===== config.mk =====
export PLATFORM = sky130hd
export DESIGN_NAME = attribute_record_stream_parser_core
export DESIGN_NICKNAME = d
export VERILOG_FILES = /design/src/hw/rtl/arsp_pkg.sv /design/src/hw/rtl/arsp_in_stage.sv /design/src/hw/rtl/arsp_parser.sv /design/src/hw/rtl/arsp_out_stage.sv /design/src/hw/rtl/attribute_record_stream_parser_core.sv
export VERILOG_INCLUDE_DIRS = /design/src /design/src/hw/rtl
export SDC_FILE = /design/constraint.sdc
export NUM_CORES = 1
export LEC_CHECK = 0
export BUFFER_PORTS_ARGS = -buffer_cell sky130_fd_sc_hd__buf_2
export CAP_MARGIN = 15
export CORE_MARGIN = 2
export CORE_UTILIZATION = 60
export CTS_BUF_LIST = sky130_fd_sc_hd__clkbuf_4
export DETAILED_ROUTE_END_ITERATION = 12
export PLACE_DENSITY = 0.8
export RECOVER_POWER = 25
export SYNTH_ARGS = -nofsm -noshare
export SYNTH_HDL_FRONTEND = slang
export SYNTH_SLANG_ARGS = --single-unit

===== constraint.sdc =====
create_clock -name aclk -period 6.5 [get_ports aclk]
set_input_delay 0.65 -clock aclk [delete_from_list [all_inputs] [get_ports aclk]]
set_output_delay 0.65 -clock aclk [all_outputs]
set_load 0.1 [all_outputs]

===== src/hw/rtl/assert_macros.svh =====
// ----------------------------------------------------------------------------
// Assertion macros
// Concurrent assertion wrappers shared by the record stream parser RTL.
// ----------------------------------------------------------------------------
`ifndef ASSERT_MACROS_SVH
`define ASSERT_MACROS_SVH
`ifndef NO_ASSERTIONS
`define ARSP_ASSERT_RST(label, clk, rstn, prop) \
    label: assert property (@(posedge clk) disable iff (!rstn) prop) \
        else $error("assertion failed");
`define ARSP_ASSERT(label, clk, prop) \
    label: assert property (@(posedge clk) prop) \
        else $error("assertion failed");
`else
`define ARSP_ASSERT_RST(label, clk, rstn, prop)
`define ARSP_ASSERT(label, clk, prop)
`endif
`endif


===== src/hw/rtl/arsp_pkg.sv =====
// ----------------------------------------------------------------------------
// arsp_pkg
// Types and codes shared by the attribute record stream parser modules.
// ----------------------------------------------------------------------------
package arsp_pkg;

    localparam int unsigned LimitW = 30;
    localparam logic [LimitW-1:0] LimitReset = 30'h3fffffff;

    typedef enum logic [3:0] {
        EV_GEN      = 4'd0,
        EV_TYPE     = 4'd1,
        EV_KIND     = 4'd2,
        EV_BOOL     = 4'd3,
        EV_INT      = 4'd4,
        EV_LEN      = 4'd5,
        EV_STR_BYTE = 4'd6,
        EV_MECH     = 4'd7,
        EV_ERR      = 4'd8,
        EV_END      = 4'd9
    } ev_code_t;

    typedef enum logic [2:0] {
        ST_OK        = 3'd0,
        ST_EMPTY     = 3'd1,
        ST_TRUNC     = 3'd2,
        ST_BAD_KIND  = 3'd3,
        ST_OVER_MAX  = 3'd4,
        ST_OVERRUN   = 3'd5,
        ST_MAP_IN_MAP = 3'd6
    } status_t;

    localparam logic [2:0] REC_BOOL = 3'd1;
    localparam logic [2:0] REC_INT  = 3'd2;
    localparam logic [2:0] REC_STR  = 3'd3;
    localparam logic [2:0] REC_MAP  = 3'd4;
    localparam logic [2:0] REC_MECH = 3'd5;

    typedef struct packed {
        logic       kind;
        logic [7:0] data_byte;
    } item_t;

    typedef struct packed {
        ev_code_t    ev;
        logic [63:0] value;
        logic        nested;
        logic        type_wide;
        status_t     status;
    } result_t;

endpackage


===== src/hw/rtl/arsp_in_stage.sv =====
// ----------------------------------------------------------------------------
// arsp_in_stage
// Input register: holds one accepted item until the parser consumes it.
// ----------------------------------------------------------------------------
`include "assert_macros.svh"

module arsp_in_stage (
    input  logic             aclk,
    input  logic             aresetn,
    input  logic             s_valid,
    output logic             s_ready,
    input  arsp_pkg::item_t  s_item,
    input  logic             out_space,
    output logic             item_valid,
    output logic             advance,
    output arsp_pkg::item_t  item
);

    logic            valid_reg;
    logic            valid_next;
    arsp_pkg::item_t item_reg;
    arsp_pkg::item_t item_next;

    assign advance = valid_reg && out_space;
    assign s_ready = !valid_reg || advance;
    assign item_valid = valid_reg;
    assign item = item_reg;

    always_comb begin
        valid_next = valid_reg;
        item_next = item_reg;
        if (s_valid && s_ready) begin
            valid_next = 1'b1;
            item_next = s_item;
        end else if (advance) begin
            valid_next = 1'b0;
        end
    end

    always_ff @(posedge aclk) begin
        if (!aresetn) begin
            valid_reg <= 1'b0;
        end else begin
            valid_reg <= valid_next;
        end
        item_reg <= item_next;
    end

    `ARSP_ASSERT(a_reset_empties, aclk, !aresetn |=> !valid_reg)

endmodule


===== src/hw/rtl/arsp_parser.sv =====
// ----------------------------------------------------------------------------
// arsp_parser
// Parse state and the combinational step that turns one item into at most one event.
// ----------------------------------------------------------------------------
`include "assert_macros.svh"

module arsp_parser (
    input  logic                          aclk,
    input  logic                          aresetn,
    input  logic                          cfg_we,
    input  logic [arsp_pkg::LimitW-1:0]   cfg_wdata,
    input  logic                          step_en,
    input  arsp_pkg::item_t               item,
    output logic                          res_valid,
    output arsp_pkg::result_t             res
);

    typedef enum logic [3:0] {
        PH_GEN,
        PH_TYPE,
        PH_KIND,
        PH_BOOL,
        PH_ULONG,
        PH_BLEN,
        PH_STR,
        PH_MLEN,
        PH_CNT,
        PH_MECH,
        PH_ERR
    } phase_t;

    phase_t                        phase_reg;
    phase_t                        phase_next;
    logic                          nest_reg;
    logic                          nest_next;
    logic [2:0]                    byte_idx_reg;
    logic [2:0]                    byte_idx_next;
    logic [55:0]                   asm_reg;
    logic [55:0]                   asm_next;
    logic [arsp_pkg::LimitW-1:0]   rem_reg;
    logic [arsp_pkg::LimitW-1:0]   rem_next;
    logic [arsp_pkg::LimitW-1:0]   inner_reg;
    logic [arsp_pkg::LimitW-1:0]   inner_next;
    arsp_pkg::status_t             err_reg;
    arsp_pkg::status_t             err_next;
    logic [arsp_pkg::LimitW-1:0]   max_len_reg;

    logic                          need8;
    logic [arsp_pkg::LimitW-1:0]   inner_after;
    logic [63:0]                   fld;
    logic                          done_nest;
    logic                          over_max;
    logic                          over_inner;
    logic                          over_inner8;
    logic                          kind_bad;
    logic                          fail;
    arsp_pkg::status_t             fail_st;

    assign need8 = (phase_reg != PH_BOOL) && (phase_reg != PH_STR);
    assign inner_after = nest_reg ? inner_reg - 30'd1 : inner_reg;
    assign fld = need8 ? {asm_reg, item.data_byte} : {56'd0, item.data_byte};
    assign done_nest = nest_reg && (inner_after != '0);
    assign over_max = (fld[63:30] != '0) || (fld[29:0] > max_len_reg);
    assign over_inner = (fld[63:30] != '0) || (fld[29:0] > inner_after);
    assign over_inner8 = (fld[63:27] != '0) || (fld[26:0] > inner_after[29:3]);
    assign kind_bad = (fld[63:3] != '0) || (fld[2:0] == 3'd0) || (fld[2:0] > arsp_pkg::REC_MECH);

    always_comb begin
        phase_next = phase_reg;
        nest_next = nest_reg;
        byte_idx_next = byte_idx_reg;
        asm_next = asm_reg;
        rem_next = rem_reg;
        inner_next = inner_reg;
        err_next = err_reg;
        res_valid = 1'b0;
        res.ev = arsp_pkg::EV_GEN;
        res.value = '0;
        res.nested = 1'b0;
        res.type_wide = 1'b0;
        res.status = arsp_pkg::ST_OK;
        fail = 1'b0;
        fail_st = arsp_pkg::ST_OK;
        if (step_en) begin
            if (item.kind) begin
                res_valid = 1'b1;
                res.ev = arsp_pkg::EV_END;
                if (err_reg != arsp_pkg::ST_OK) begin
                    res.status = err_reg;
                end else if (phase_reg == PH_GEN) begin
                    res.status = arsp_pkg::ST_EMPTY;
                end else if (phase_reg == PH_TYPE && !nest_reg && byte_idx_reg == 3'd0) begin
                    res.status = arsp_pkg::ST_OK;
                end else begin
                    res.status = arsp_pkg::ST_TRUNC;
                end
                phase_next = PH_GEN;
                nest_next = 1'b0;
                byte_idx_next = '0;
                asm_next = '0;
                rem_next = '0;
                inner_next = '0;
                err_next = arsp_pkg::ST_OK;
            end else if (phase_reg != PH_ERR) begin
                if (nest_reg && byte_idx_reg == 3'd0 &&
                    (need8 ? (inner_reg < 30'd8) : (inner_reg == '0))) begin
                    fail = 1'b1;
                    fail_st = arsp_pkg::ST_OVERRUN;
                end else begin
                    inner_next = inner_after;
                    if (need8 && byte_idx_reg != 3'd7) begin
                        byte_idx_next = byte_idx_reg + 3'd1;
                        asm_next = {asm_reg[47:0], item.data_byte};
                    end else begin
                        byte_idx_next = '0;
                        asm_next = '0;
                        res_valid = 1'b1;
                        res.value = fld;
                        res.nested = nest_reg;
                        case (phase_reg)
                            PH_GEN: begin
                                phase_next = PH_TYPE;
                                res.ev = arsp_pkg::EV_GEN;
                            end
                            PH_TYPE: begin
                                phase_next = PH_KIND;
                                res.ev = arsp_pkg::EV_TYPE;
                                res.type_wide = (fld[63:32] != '0);
                            end
                            PH_KIND: begin
                                res.ev = arsp_pkg::EV_KIND;
                                if (kind_bad) begin
                                    fail = 1'b1;
                                    fail_st = arsp_pkg::ST_BAD_KIND;
                                end else if (nest_reg && fld[2:0] == arsp_pkg::REC_MAP) begin
                                    fail = 1'b1;
                                    fail_st = arsp_pkg::ST_MAP_IN_MAP;
                                end else begin
                                    case (fld[2:0])
                                        arsp_pkg::REC_BOOL: phase_next = PH_BOOL;
                                        arsp_pkg::REC_INT:  phase_next = PH_ULONG;
                                        arsp_pkg::REC_STR:  phase_next = PH_BLEN;
                                        arsp_pkg::REC_MAP:  phase_next = PH_MLEN;
                                        default:            phase_next = PH_CNT;
                                    endcase
                                end
                            end
                            PH_BOOL: begin
                                res.ev = arsp_pkg::EV_BOOL;
                                phase_next = PH_TYPE;
                                nest_next = done_nest;
                            end
                            PH_ULONG: begin
                                res.ev = arsp_pkg::EV_INT;
                                phase_next = PH_TYPE;
                                nest_next = done_nest;
                            end
                            PH_BLEN, PH_CNT: begin
                                res.ev = arsp_pkg::EV_LEN;
                                if (!nest_reg && over_max) begin
                                    fail = 1'b1;
                                    fail_st = arsp_pkg::ST_OVER_MAX;
                                end else if (nest_reg &&
                                             (phase_reg == PH_BLEN ? over_inner : over_inner8)) begin
                                    fail = 1'b1;
                                    fail_st = arsp_pkg::ST_OVERRUN;
                                end else if (fld == '0) begin
                                    phase_next = PH_TYPE;
                                    nest_next = done_nest;
                                end else begin
                                    rem_next = fld[29:0];
                                    phase_next = (phase_reg == PH_BLEN) ? PH_STR : PH_MECH;
                                end
                            end
                            PH_STR, PH_MECH: begin
                                res.ev = (phase_reg == PH_STR) ? arsp_pkg::EV_STR_BYTE
                                                               : arsp_pkg::EV_MECH;
                                if (rem_reg != '0) begin
                                    rem_next = rem_reg - 30'd1;
                                end
                                if (rem_reg <= 30'd1) begin
                                    phase_next = PH_TYPE;
                                    nest_next = done_nest;
                                end
                            end
                            PH_MLEN: begin
                                res.ev = arsp_pkg::EV_LEN;
                                res.nested = 1'b0;
                                if (over_max) begin
                                    fail = 1'b1;
                                    fail_st = arsp_pkg::ST_OVER_MAX;
                                end else begin
                                    inner_next = fld[29:0];
                                    phase_next = PH_TYPE;
                                    nest_next = (fld != '0);
                                end
                            end
                            default: begin
                                fail = 1'b1;
                                fail_st = arsp_pkg::ST_TRUNC;
                            end
                        endcase
                    end
                end
                if (fail) begin
                    phase_next = PH_ERR;
                    nest_next = 1'b0;
                    err_next = fail_st;
                    byte_idx_next = '0;
                    asm_next = '0;
                    res_valid = 1'b1;
                    res.ev = arsp_pkg::EV_ERR;
                    res.value = '0;
                    res.nested = nest_reg;
                    res.type_wide = 1'b0;
                    res.status = fail_st;
                end
            end
        end
    end

    always_ff @(posedge aclk) begin
        if (!aresetn) begin
            phase_reg <= PH_GEN;
            nest_reg <= 1'b0;
            byte_idx_reg <= '0;
            asm_reg <= '0;
            rem_reg <= '0;
            inner_reg <= '0;
            err_reg <= arsp_pkg::ST_OK;
            max_len_reg <= arsp_pkg::LimitReset;
        end else begin
            phase_reg <= phase_next;
            nest_reg <= nest_next;
            byte_idx_reg <= byte_idx_next;
            asm_reg <= asm_next;
            rem_reg <= rem_next;
            inner_reg <= inner_next;
            err_reg <= err_next;
            if (cfg_we) begin
                max_len_reg <= cfg_wdata;
            end
        end
    end

    `ARSP_ASSERT_RST(a_err_latched, aclk, aresetn, (phase_reg == PH_ERR) |-> (err_reg != arsp_pkg::ST_OK))
    `ARSP_ASSERT_RST(a_nest_phase, aclk, aresetn, nest_reg |-> (phase_reg != PH_GEN && phase_reg != PH_MLEN && phase_reg != PH_ERR))
    `ARSP_ASSERT_RST(a_mid_field, aclk, aresetn, (byte_idx_reg != 3'd0) |-> (phase_reg != PH_BOOL && phase_reg != PH_STR && phase_reg != PH_ERR))
    `ARSP_ASSERT_RST(a_end_rearms, aclk, aresetn, (step_en && item.kind) |=> (phase_reg == PH_GEN && !nest_reg && err_reg == arsp_pkg::ST_OK))

endmodule


===== src/hw/rtl/arsp_out_stage.sv =====
// ----------------------------------------------------------------------------
// arsp_out_stage
// Result register: holds one event until the downstream side takes it.
// ----------------------------------------------------------------------------
module arsp_out_stage (
    input  logic               aclk,
    input  logic               aresetn,
    input  logic               load,
    input  arsp_pkg::result_t  res,
    output logic               out_space,
    output logic               m_valid,
    input  logic               m_ready,
    output arsp_pkg::result_t  m_res
);

    logic              valid_reg;
    logic              valid_next;
    arsp_pkg::result_t res_reg;
    arsp_pkg::result_t res_next;

    assign out_space = !valid_reg || m_ready;
    assign m_valid = valid_reg;
    assign m_res = res_reg;

    always_comb begin
        valid_next = valid_reg;
        res_next = res_reg;
        if (load) begin
            valid_next = 1'b1;
            res_next = res;
        end else if (m_ready) begin
            valid_next = 1'b0;
        end
    end

    always_ff @(posedge aclk) begin
        if (!aresetn) begin
            valid_reg <= 1'b0;
        end else begin
            valid_reg <= valid_next;
        end
        res_reg <= res_next;
    end

endmodule


===== src/hw/rtl/attribute_record_stream_parser_core.sv =====
// ----------------------------------------------------------------------------
// attribute_record_stream_parser_core
// Byte-serial parser for attribute record object files, one event per field.
// ----------------------------------------------------------------------------
// The core takes one transfer per clock unless the downstream side stalls: a
// file byte, or an end marker that reports the final status and rearms the
// parser. Each transfer passes through an input register, a combinational
// parse step and a result register, which holds the result until it is taken.
// Bytes that only add to a multi-byte field, and bytes after an error, give no
// result.
// There is no clearing pass after reset.
module attribute_record_stream_parser_core (
    input  logic         aclk,
    input  logic         aresetn,
    input  logic         cfg_we,
    input  logic [29:0]  cfg_wdata,
    input  logic         s_valid,
    output logic         s_ready,
    input  logic         s_kind,
    input  logic [7:0]   s_data_byte,
    output logic         m_valid,
    input  logic         m_ready,
    output logic [3:0]   m_event_res,
    output logic [63:0]  m_value,
    output logic         m_nested,
    output logic         m_type_wide,
    output logic [2:0]   m_status
);

    arsp_pkg::item_t   s_item;
    arsp_pkg::item_t   item;
    arsp_pkg::result_t res;
    arsp_pkg::result_t m_res;
    logic              item_valid;
    logic              advance;
    logic              out_space;
    logic              res_valid;

    assign s_item.kind = s_kind;
    assign s_item.data_byte = s_data_byte;

    arsp_in_stage u_in (
        .aclk       (aclk),
        .aresetn    (aresetn),
        .s_valid    (s_valid),
        .s_ready    (s_ready),
        .s_item     (s_item),
        .out_space  (out_space),
        .item_valid (item_valid),
        .advance    (advance),
        .item       (item)
    );

    arsp_parser u_parser (
        .aclk      (aclk),
        .aresetn   (aresetn),
        .cfg_we    (cfg_we),
        .cfg_wdata (cfg_wdata),
        .step_en   (advance && item_valid),
        .item      (item),
        .res_valid (res_valid),
        .res       (res)
    );

    arsp_out_stage u_out (
        .aclk      (aclk),
        .aresetn   (aresetn),
        .load      (res_valid),
        .res       (res),
        .out_space (out_space),
        .m_valid   (m_valid),
        .m_ready   (m_ready),
        .m_res     (m_res)
    );

    assign m_event_res = m_res.ev;
    assign m_value = m_res.value;
    assign m_nested = m_res.nested;
    assign m_type_wide = m_res.type_wide;
    assign m_status = m_res.status;

endmodule


==> results.sh, run 1 <==
export IMPL_crit_path_start_kind="register"
export IMPL_layout_nets=1877
export IMPL_critical_path_startpoint="u_parser.nest_reg"
export IMPL_grt_most_used_layer="met2"
export IMPL_final_core_util_pct=68.92
export IMPL_final_cell_mix="nand2_1, dfxtp_1, nor2_1"
export IMPL_crit_family="simple AND/OR/NAND/NOR gates"
export IMPL_syn_to_final_growth_pct=12.66
export IMPL_drtIter0Drc=1255
export IMPL_wl_per_cell_um=20.22
export IMPL_path_max_fanout=34
export IMPL_cts_made_buffers=61
export IMPL_drc=0
export IMPL_end_kind="register"
export IMPL_post_cts_resized=0
export IMPL_holdPathStages=1
export IMPL_setup_viol=0
export IMPL_powerDensity_nw_per_um2=219.5
export IMPL_gp_congestion=0.9770
export IMPL_cp_arrival_ns=6.40
export IMPL_yosysWarnings=0
export IMPL_fmax_mhz=171.5
export IMPL_largest_register_ffs=73
export IMPL_async_flop_share_pct=0
export IMPL_clockRootBuffer="clkbuf_4"
export IMPL_reg2reg_depth=18
export IMPL_hold_viol=0
export IMPL_max_cap_violations=2
export IMPL_required_ns=7.07
export IMPL_viasPerCell=6.334
export IMPL_post_cts_buffers=0
export IMPL_crit_path_cell_trace="or4b_2 -> or4_1 -> nor4_1 -> buf_4 -> nand2_1 -> xor2_1 -> ha_1 -> nand4_1 -> o21ai_0 -> a21oi_1 -> a221oi_1 -> nand4_1 -> a311oi_1 -> or3b_1 -> a41oi_1 -> nand2_2 -> nor2_2 -> and2_1"
export IMPL_ant_nets=0
export IMPL_overflow=0
export IMPL_cts_tree="yes"
export IMPL_coreArea_um2=22710
export IMPL_hold_class="input port to register"
export IMPL_synth_edff_count=82
export IMPL_grt_pass1_vias=12170
export IMPL_die_area_um2=24390
export IMPL_relSlewSlack_pct=-41.27
export IMPL_rr_endpoint="u_out.m_res[63]"
export IMPL_critPathSlowestCell="nor2_2"
export IMPL_dr_pass1_iters=6
export IMPL_period_needed_ns=5.832
export IMPL_setup_tns_ns=0
export IMPL_timing_rr_start="u_parser.nest_reg"
export IMPL_clockBufferDepth=3
export IMPL_worst_path_stages=18
export IMPL_syn_inst=1622
export IMPL_critPathMaxStageDelay_ns=0.77
export IMPL_tightest_slew_ns=2.119
export IMPL_use_met2_pct=53.48
export IMPL_grt_pass1_wl_um=66180
export IMPL_vias=13270
export IMPL_ys_flop_type="dfxtp_1"
export IMPL_layout_setup_ws_ns=0.6676
export IMPL_fin_crit_sh_pct=89.73
export IMPL_p_leak_nw=6.649
export IMPL_pre_cts_ws_ns=0.7467
export IMPL_netlist_area_um2=13890
export IMPL_grtUsageTotal_pct=34.58
export IMPL_io_buffers=118
export IMPL_dieWidth_um=156.2
export IMPL_rsz0062_at_grt="false"
export IMPL_cp_common_cell="nand4_1"
export IMPL_yosysSeqAreaShare_pct=40.64
export IMPL_clkSinkCount=241
export IMPL_use_met1_pct=47.52
export IMPL_vdd_drop_max_mv=0.1500
export IMPL_whs_ns=0.08500
export IMPL_clock_latency_ns=0.73
export IMPL_io_pins=119
export IMPL_critPathKind="register to register"
export IMPL_violations="capacitance limit, slew limit"
export IMPL_crit_end="u_out.m_res[63]"
export IMPL_met3_usage_pct=8.028
export IMPL_ys_ff_latch=241
export IMPL_cts_htree_levels=2
export IMPL_antenna_found_initial=3
export IMPL_nFillCells=1870
export IMPL_totalWireLength_um=42360
export IMPL_cts_clk_slew_worst_paths_ns=0.07
export IMPL_postCtsHoldBufs=0
export IMPL_regArea_um2=5645
export IMPL_multiInputGateArea_um2=7619
export IMPL_place_hpwl_um=30090
export IMPL_die_y_um=156.2
export IMPL_start_util_pct=61.17
export IMPL_mostFrequentLayoutCell="nand2_1"
export IMPL_finClkSkew_ns=0.04347
export IMPL_ys_types=79
export IMPL_final_max_slew_viol_count=107
export IMPL_drive_above_1_share_pct=14.10
export IMPL_crit_buf_inv=1
export IMPL_grt_max_degree=60
export IMPL_synth_nets=1743
export IMPL_avgSynthCellArea_um2=8.565
export IMPL_status="complete, but fails checks"
export IMPL_rrSetupSlack_ns=0.67
export IMPL_rows=55
-- worst min path at each step --
stage	start	end	slack (ns)
3_3_place_gp	u_parser.byte_idx_reg[2]	u_parser.byte_idx_reg[2]	0.45
2_1_floorplan	u_parser.asm_reg[54]	u_parser.asm_reg[54]	0.44
4_1_cts	s_data_byte[3]	u_in.item[3]	0.05
6_report	s_data_byte[3]	u_in.item[3]	0.09
5_1_grt	s_data_byte[3]	u_in.item[3]	0.06
3_5_place_dp	u_parser.asm_reg[52]	u_parser.asm_reg[52]	0.47
-- synthesized netlist by cell type, types with 5 or more instances --
| cell type | n | area [um^2] |
|---|---|---|
| o211ai_1 | 40 | 300.3 |
| nand2b_1 | 13 | 81.33 |
| o22ai_1 | 9 | 56.30 |
| nand3b_1 | 7 | 52.55 |
| clkbuf_1 | 84 | 315.3 |
| xnor2_1 | 23 | 201.4 |
| and3_1 | 18 | 112.6 |
| and2_1 | 44 | 275.3 |
| nor3_1 | 24 | 120.1 |
| nand4_1 | 27 | 168.9 |
| or2_2 | 8 | 50.05 |
| a211oi_1 | 28 | 210.2 |
| o21ai_0 | 80 | 400.4 |
| a21o_1 | 14 | 105.1 |
| o31ai_1 | 11 | 82.58 |
| o2111ai_1 | 12 | 105.1 |
| a22oi_1 | 11 | 82.58 |
| a21oi_1 | 124 | 620.6 |
| buf_1 | 6 | 22.52 |
| nor2b_1 | 5 | 31.28 |
| edfxtp_1 | 82 | 2462 |
| mux2i_1 | 19 | 190.2 |
| a311oi_1 | 5 | 43.79 |
| ha_1 | 77 | 963.4 |
| nand2_1 | 242 | 908.4 |
| inv_1 | 68 | 255.2 |
| xnor3_1 | 12 | 270.3 |
| nand3_1 | 35 | 175.2 |
| xor2_1 | 19 | 166.4 |
| dfxtp_1 | 159 | 3183 |
| nor2_1 | 148 | 555.5 |
| or4_1 | 15 | 112.6 |
| o21a_1 | 7 | 52.55 |
| or3_1 | 22 | 137.6 |
| nor4_1 | 39 | 244.0 |
-- per-layer routing --
layer	routed length, um	vias to the layer above
met2	18750	804
met4	1441	2
li1	-	6182
met3	5055	122
met1	17100	6159
met5	13	-
-- kinds of logic (layout without fill, tap and decap cells) --
group / Yosys count / after routing / share of synthesized area [%]
xor gates and xnor gates: 54 / 54 / 4.593
muxes: 19 / 19 / 1.369
and+or+nand+nor: 669 / 669 / 23.34
DFF: 241 / 241 / 40.64
other: 0 / 1 / 0
buffers and inverters: 168 / 355 / 4.737
AOI/OAI and AO/OA: 389 / 389 / 18.02
adders and majority gates: 82 / 82 / 7.304
-- power by group --
group	internal, mW	switching, mW
combinational	0.109	0.337
clock	0.724	0.640
sequential	1.60	0.0287
total	2.43	1.01
-- layout make-up --
type | count | share of cell area, %
multi-input cells | 1213 | 48.68
clock buffers | 97 | 4.653
clock inverters | 19 | 0.7595
inverters | 71 | 1.703
flip-flops and latches | 241 | 36.07
repair buffers | 168 | 5.844
diodes | 1 | 0.01599
well taps | 285 | 2.278
-- per-stage QoR --
step	total power, mW	cells	cell area (um^2)
after floorplan	1.977	1622	13890
after global placement	2.089	1976	14850
after detailed placement	2.096	1977	14860
after CTS	3.451	2093	15710
after global routing	3.567	2095	15650
final	3.435	2095	15650
Power figures use the tool's default switching activity.
==> run 2, diff against run 1 <==
ABC_AREA = 1   (was default)
==> results.sh, run 2 <==
export IMPL_status="complete, but fails checks"
export IMPL_violations="capacitance limit, slew limit"
export IMPL_required_ns=7.01
export IMPL_wl_per_cell_um=17.70
export IMPL_critPathKind="register to register"
export IMPL_totalWireLength_um=41430
export IMPL_io_buffers=118
export IMPL_cts_clk_slew_worst_paths_ns=0.07
export IMPL_cts_made_buffers=66
export IMPL_ys_types=44
export IMPL_final_cell_mix="nand2_1, nor2_1, inv_1"
export IMPL_ant_nets=0
export IMPL_synth_nets=1994
export IMPL_post_cts_resized=0
export IMPL_rsz0062_at_grt="false"
export IMPL_end_kind="register"
export IMPL_ys_flop_type="dfxtp_1"
export IMPL_place_hpwl_um=29330
export IMPL_post_cts_buffers=0
export IMPL_fin_crit_sh_pct=90.88
export IMPL_p_total_mw=4.212
export IMPL_largest_register_ffs=73
export IMPL_period_needed_ns=5.907
export IMPL_grt_max_degree=80
export IMPL_fmax_mhz=169.3
export IMPL_final_core_util_pct=67.88
export IMPL_mostFrequentLayoutCell="nand2_1"
export IMPL_syn_to_final_growth_pct=11.24
export IMPL_postCtsHoldBufs=0
export IMPL_powerDensity_nw_per_um2=274.1
export IMPL_grt_pass1_wl_um=64740
export IMPL_ys_ff_latch=241
export IMPL_yosysWarnings=0
export IMPL_io_pins=119
export IMPL_nFillCells=1991
export IMPL_avgSynthCellArea_um2=7.376
export IMPL_yosysMostFrequentCell="nand2_1"
export IMPL_synthTopCellsByCount="nand2_1, nor2_1, inv_1"
export IMPL_vias=13860
export IMPL_yosysSeqAreaShare_pct=40.87
export IMPL_cts_tree="yes"
export IMPL_synth_area_top_cells="dfxtp_1, edfxtp_1, nand2_1"
export IMPL_async_flop_share_pct=0
export IMPL_tightest_slew_ns=3.927
export IMPL_synth_edff_count=82
export IMPL_p_leak_nw=6.927
export IMPL_crit_family="simple AND/OR/NAND/NOR gates"
export IMPL_cp_arrival_ns=6.41
export IMPL_dr_pass1_iters=8
export IMPL_clockBufferDepth=3
export IMPL_drc=0
export IMPL_antenna_found_initial=1
export IMPL_drtIter0Drc=1503
export IMPL_clock_latency_ns=0.72
export IMPL_relSlewSlack_pct=-161.8
export IMPL_syn_inst=1873
export IMPL_netlist_area_um2=13810
export IMPL_cts_htree_levels=3
export IMPL_coreArea_um2=22640
export IMPL_combPwrFrac_pct=26.8
export IMPL_critPathSlowestCell="dfxtp_1"
export IMPL_clockRootBuffer="clkbuf_4"
export IMPL_max_cap_violations=1
export IMPL_crit_buf_inv=3
export IMPL_pre_cts_ws_ns=0.7947
export IMPL_power_internal_mw=2.631
export IMPL_hold_viol=0
export IMPL_drive_above_1_share_pct=10.66
export IMPL_synth_area_leader_cell="dfxtp_1"
export IMPL_rows=55
export IMPL_grt_pass1_vias=12610
export IMPL_layout_nets=2122
export IMPL_viasPerCell=5.922
export IMPL_layout_setup_ws_ns=0.5927
export IMPL_final_max_slew_viol_count=80
export IMPL_finClkSkew_ns=0.07572
export IMPL_start_util_pct=61.02
export IMPL_vdd_drop_max_mv=0.1580
export IMPL_die_area_um2=24250
export IMPL_clkSinkCount=241
export IMPL_setup_viol=0
export IMPL_whs_ns=0.1291
export IMPL_crit_path_start_kind="register"
export IMPL_cp_common_cell="nand2_1"
export IMPL_hold_class="input port to register"
export IMPL_setup_tns_ns=0
export IMPL_seqPwrFrac_pct=40.8
export IMPL_critPathMaxStageDelay_ns=0.71
export IMPL_p_switching_mw=1.581
export IMPL_path_max_fanout=33
export IMPL_swShare_pct=37.54
export IMPL_dieWidth_um=155.7
export IMPL_grtUsageTotal_pct=33.88
export IMPL_clkPwrFrac_pct=32.4
export IMPL_die_y_um=155.7
export IMPL_synth_top_area_share_pct=23.04
export IMPL_gp_congestion=1.047
export IMPL_overflow=0
-- run 2: through the flow --
stage          area [um^2]  std cells
5_1_grt              15370       2340
6_report             15370       2340
3_5_place_dp         14590       2218
2_1_floorplan        13810       1873
4_1_cts              15430       2339
3_3_place_gp         14590       2218
-- run 2: final cells by class --
type	instances	area, um^2	area share, %
diodes	1	2.502	0.01628
inverters	231	867.1	5.642
clock buffers	95	713.2	4.641
repair buffers	141	695.7	4.527
clock inverters	26	132.6	0.8631
flip-flops and latches	241	5645	36.74
well taps	285	356.6	2.320
multi-input cells	1320	6954	45.25
-- run 2: logic make-up (layout without fill, tap and decap cells) --
| group | Yosys count | after routing | share of synthesized area [%] |
|---|---|---|---|
| buffers and inverters | 312 | 493 | 8.994 |
| XOR/XNOR | 21 | 21 | 1.331 |
| AO/OA/AOI/OAI | 399 | 399 | 16.69 |
| other | 0 | 1 | 0 |
| adder cells (fa/ha/maj) | 77 | 77 | 6.974 |
| flip-flops | 241 | 241 | 40.87 |
| AND/OR/NAND/NOR | 823 | 823 | 25.14 |
-- run 2: worst paths after layout --
kind / from / endpoint / slack [ns] / cells after the start
setup / recovery: u_parser.nest_reg / u_out.m_res[10] / 0.59 / 25
hold / removal: s_data_byte[0] / u_in.item[0] / 0.13 / 1
setup reg to reg: u_parser.nest_reg / u_out.m_res[10] / 0.59 / 25
hold reg to reg: u_parser.max_len_reg[3] / u_parser.max_len_reg[3] / 0.46 / 2
-- run 2: metal layers --
layer	GRT usage, %	routed length [um]	vias up
met5	0	30	-
met4	15.03	1930	2
met3	9.667	4929	165
met2	50.27	17440	752
met1	46.13	17090	6303
li1	-	-	6635
-- run 2: power groups by stage --
stage	logic [mW]	clock network (mW)	registers (mW)
finish	1.13	1.36	1.72
global route	1.23	1.46	1.73
global placement	1.08	0	1.75
floorplan	0.627	0	1.94
CTS	1.11	1.38	1.72
detailed placement	1.10	0	1.75
==> run 3, diff against run 2 <==
CORE_UTILIZATION = 47   (was 60)
PLACE_DENSITY = 0.65   (was 0.8)
==> results.sh, run 3 (same netlist as run 2, synthesis figures left out) <==
export IMPL_status="complete, but fails checks"
export IMPL_violations="capacitance limit, slew limit"
export IMPL_place_inst=2316
export IMPL_vdd_drop_max_mv=0.1710
export IMPL_relSlewSlack_pct=-67.48
export IMPL_p_switching_mw=1.595
export IMPL_hold_class="input port to register"
export IMPL_clkPwrFrac_pct=32.6
export IMPL_cts_made_buffers=67
export IMPL_post_cts_buffers=0
export IMPL_layout_nets=2123
export IMPL_max_cap_violations=1
export IMPL_period_needed_ns=5.400
export IMPL_drc=0
export IMPL_clockRootBuffer="clkbuf_4"
export IMPL_end_kind="register"
export IMPL_p_leak_nw=6.946
export IMPL_critPathSlowestCell="buf_4"
export IMPL_regArea_um2=5645
export IMPL_start_util_pct=47.87
export IMPL_clock_latency_ns=0.72
export IMPL_path_max_fanout=59
export IMPL_clockBufferDepth=3
export IMPL_rsz0062_at_grt="false"
export IMPL_cts_htree_levels=3
export IMPL_setup_tns_ns=0
export IMPL_io_buffers=118
export IMPL_multiInputGateArea_um2=6959
export IMPL_cts_clk_slew_worst_paths_ns=0.07
export IMPL_timing_rr_start="u_parser.phase_reg[2]"
export IMPL_crit_end="u_out.m_res[30]"
export IMPL_dr_pass1_iters=8
export IMPL_syn_to_final_growth_pct=12.27
export IMPL_setup_viol=0
export IMPL_seqPwrFrac_pct=40.6
export IMPL_crit_path_start_kind="register"
export IMPL_swShare_pct=37.66
export IMPL_io_pins=119
export IMPL_grt_pass1_vias=12650
export IMPL_postCtsHoldBufs=0
export IMPL_grt_max_degree=75
export IMPL_antenna_found_initial=2
export IMPL_finClkSkew_ns=0.07054
export IMPL_cp_arrival_ns=5.78
export IMPL_ant_nets=0
export IMPL_required_ns=6.88
export IMPL_crit_path_cell_trace="nor2_1 -> nand3_1 -> nand2_2 -> inv_2 -> nand2_1 -> inv_1 -> ha_1 -> nand4_1 -> nor4_1 -> nand4_1 -> nand2_1 -> nand2_1 -> nand3_1 -> nand2_1 -> nand2_1 -> nand2_1 -> nand2_1 -> nand2_2 -> nand2_2 -> inv_2 -> nand4_2 -> buf_4 -> nor2_1"
export IMPL_place_hpwl_um=30980
export IMPL_crit_buf_inv=4
export IMPL_die_y_um=175.4
export IMPL_final_max_slew_viol_count=45
export IMPL_rr_endpoint="u_out.m_res[30]"
export IMPL_clkSinkCount=241
export IMPL_vias=13610
export IMPL_holdPathStages=1
export IMPL_grtUsageTotal_pct=28.50
export IMPL_hold_viol=0
export IMPL_viasPerCell=5.588
export IMPL_power_internal_mw=2.641
export IMPL_drtIter0Drc=1517
export IMPL_cts_tree="yes"
export IMPL_p_total_mw=4.235
export IMPL_largest_register_ffs=73
export IMPL_nFillCells=2930
export IMPL_grt_pass1_wl_um=68970
export IMPL_reg2reg_depth=23
export IMPL_cp_common_cell="nand2_1"
export IMPL_fin_crit_sh_pct=83.08
export IMPL_rows=62
export IMPL_totalWireLength_um=44220
export IMPL_worst_path_stages=23
export IMPL_drive_above_1_share_pct=10.82
export IMPL_coreArea_um2=28860
export IMPL_combPwrFrac_pct=26.8
export IMPL_wl_per_cell_um=18.15
export IMPL_final_cell_mix="nand2_1, nor2_1, inv_1"
export IMPL_mostFrequentLayoutCell="nand2_1"
export IMPL_dieWidth_um=175.4
export IMPL_die_area_um2=30780
export IMPL_stdcell_count=2436
export IMPL_fmax_mhz=185.2
export IMPL_gp_congestion=1.010
export IMPL_rrSetupSlack_ns=1.10
export IMPL_powerDensity_nw_per_um2=273.1
export IMPL_crit_family="simple AND/OR/NAND/NOR gates"
export IMPL_post_cts_resized=0
export IMPL_overflow=0
export IMPL_critPathKind="register to register"
export IMPL_tightest_slew_ns=2.512
export IMPL_critPathMaxStageDelay_ns=0.54
export IMPL_critical_path_startpoint="u_parser.phase_reg[2]"
## run 3: changes by cell type in the layout (fill, tap and decap cells not counted), sizes merged
cell	before	now
inv	233	234
clkbuf	147	149
clkinv	21	15
## run 3: layer usage
metal	vias to the layer above	track usage (%)	wire length, um
met4	0	10.06	1284
met3	100	6.840	4445
met2	640	43.18	19070
met1	6236	39.75	19420
met5	-	0	0
li1	6636	-	-
## run 3: through the flow
step | setup slack, ns | utilization [%] | hold WS, ns | instance area (um^2)
2_1_floorplan | 0.03865 | - | 0.4339 | 13810
3_3_place_gp | 1.368 | 50.98 | 0.4445 | 14710
3_5_place_dp | 1.269 | 51.01 | 0.4592 | 14720
4_1_cts | 1.224 | 53.93 | 0.08769 | 15560
5_1_grt | 0.6731 | 53.75 | 0.09348 | 15510
6_report | 1.100 | 53.75 | 0.1334 | 15510
## run 3: worst min path at each step
stage,from,to,slack [ns]
after floorplan,u_parser.max_len_reg[0],u_parser.max_len_reg[0],0.43
after global placement,u_parser.max_len_reg[0],u_parser.max_len_reg[0],0.44
after detailed placement,u_parser.max_len_reg[13],u_parser.max_len_reg[13],0.46
after CTS,s_data_byte[2],u_in.item[2],0.09
after global routing,s_data_byte[2],u_in.item[2],0.09
final,s_data_byte[1],u_in.item[1],0.13
## run 3: power groups by stage
stage                     logic (mW)  registers, mW  clock network (mW)
after detailed placement        1.11           1.75                   0
final                           1.13           1.72                1.38
after CTS                       1.12           1.72                1.42
after global routing            1.25           1.73                1.50
after global placement          1.11           1.75                   0
after floorplan                0.627           1.94                   0
## run 3: area by class of cell
cell class	count	share of cell area, %
clock inverters	21	0.7422
repair buffers	141	4.590
flip-flops and latches	241	36.40
multi-input cells	1320	44.87
diodes	1	0.01613
well taps	384	3.098
inverters	231	5.591
clock buffers	97	4.695
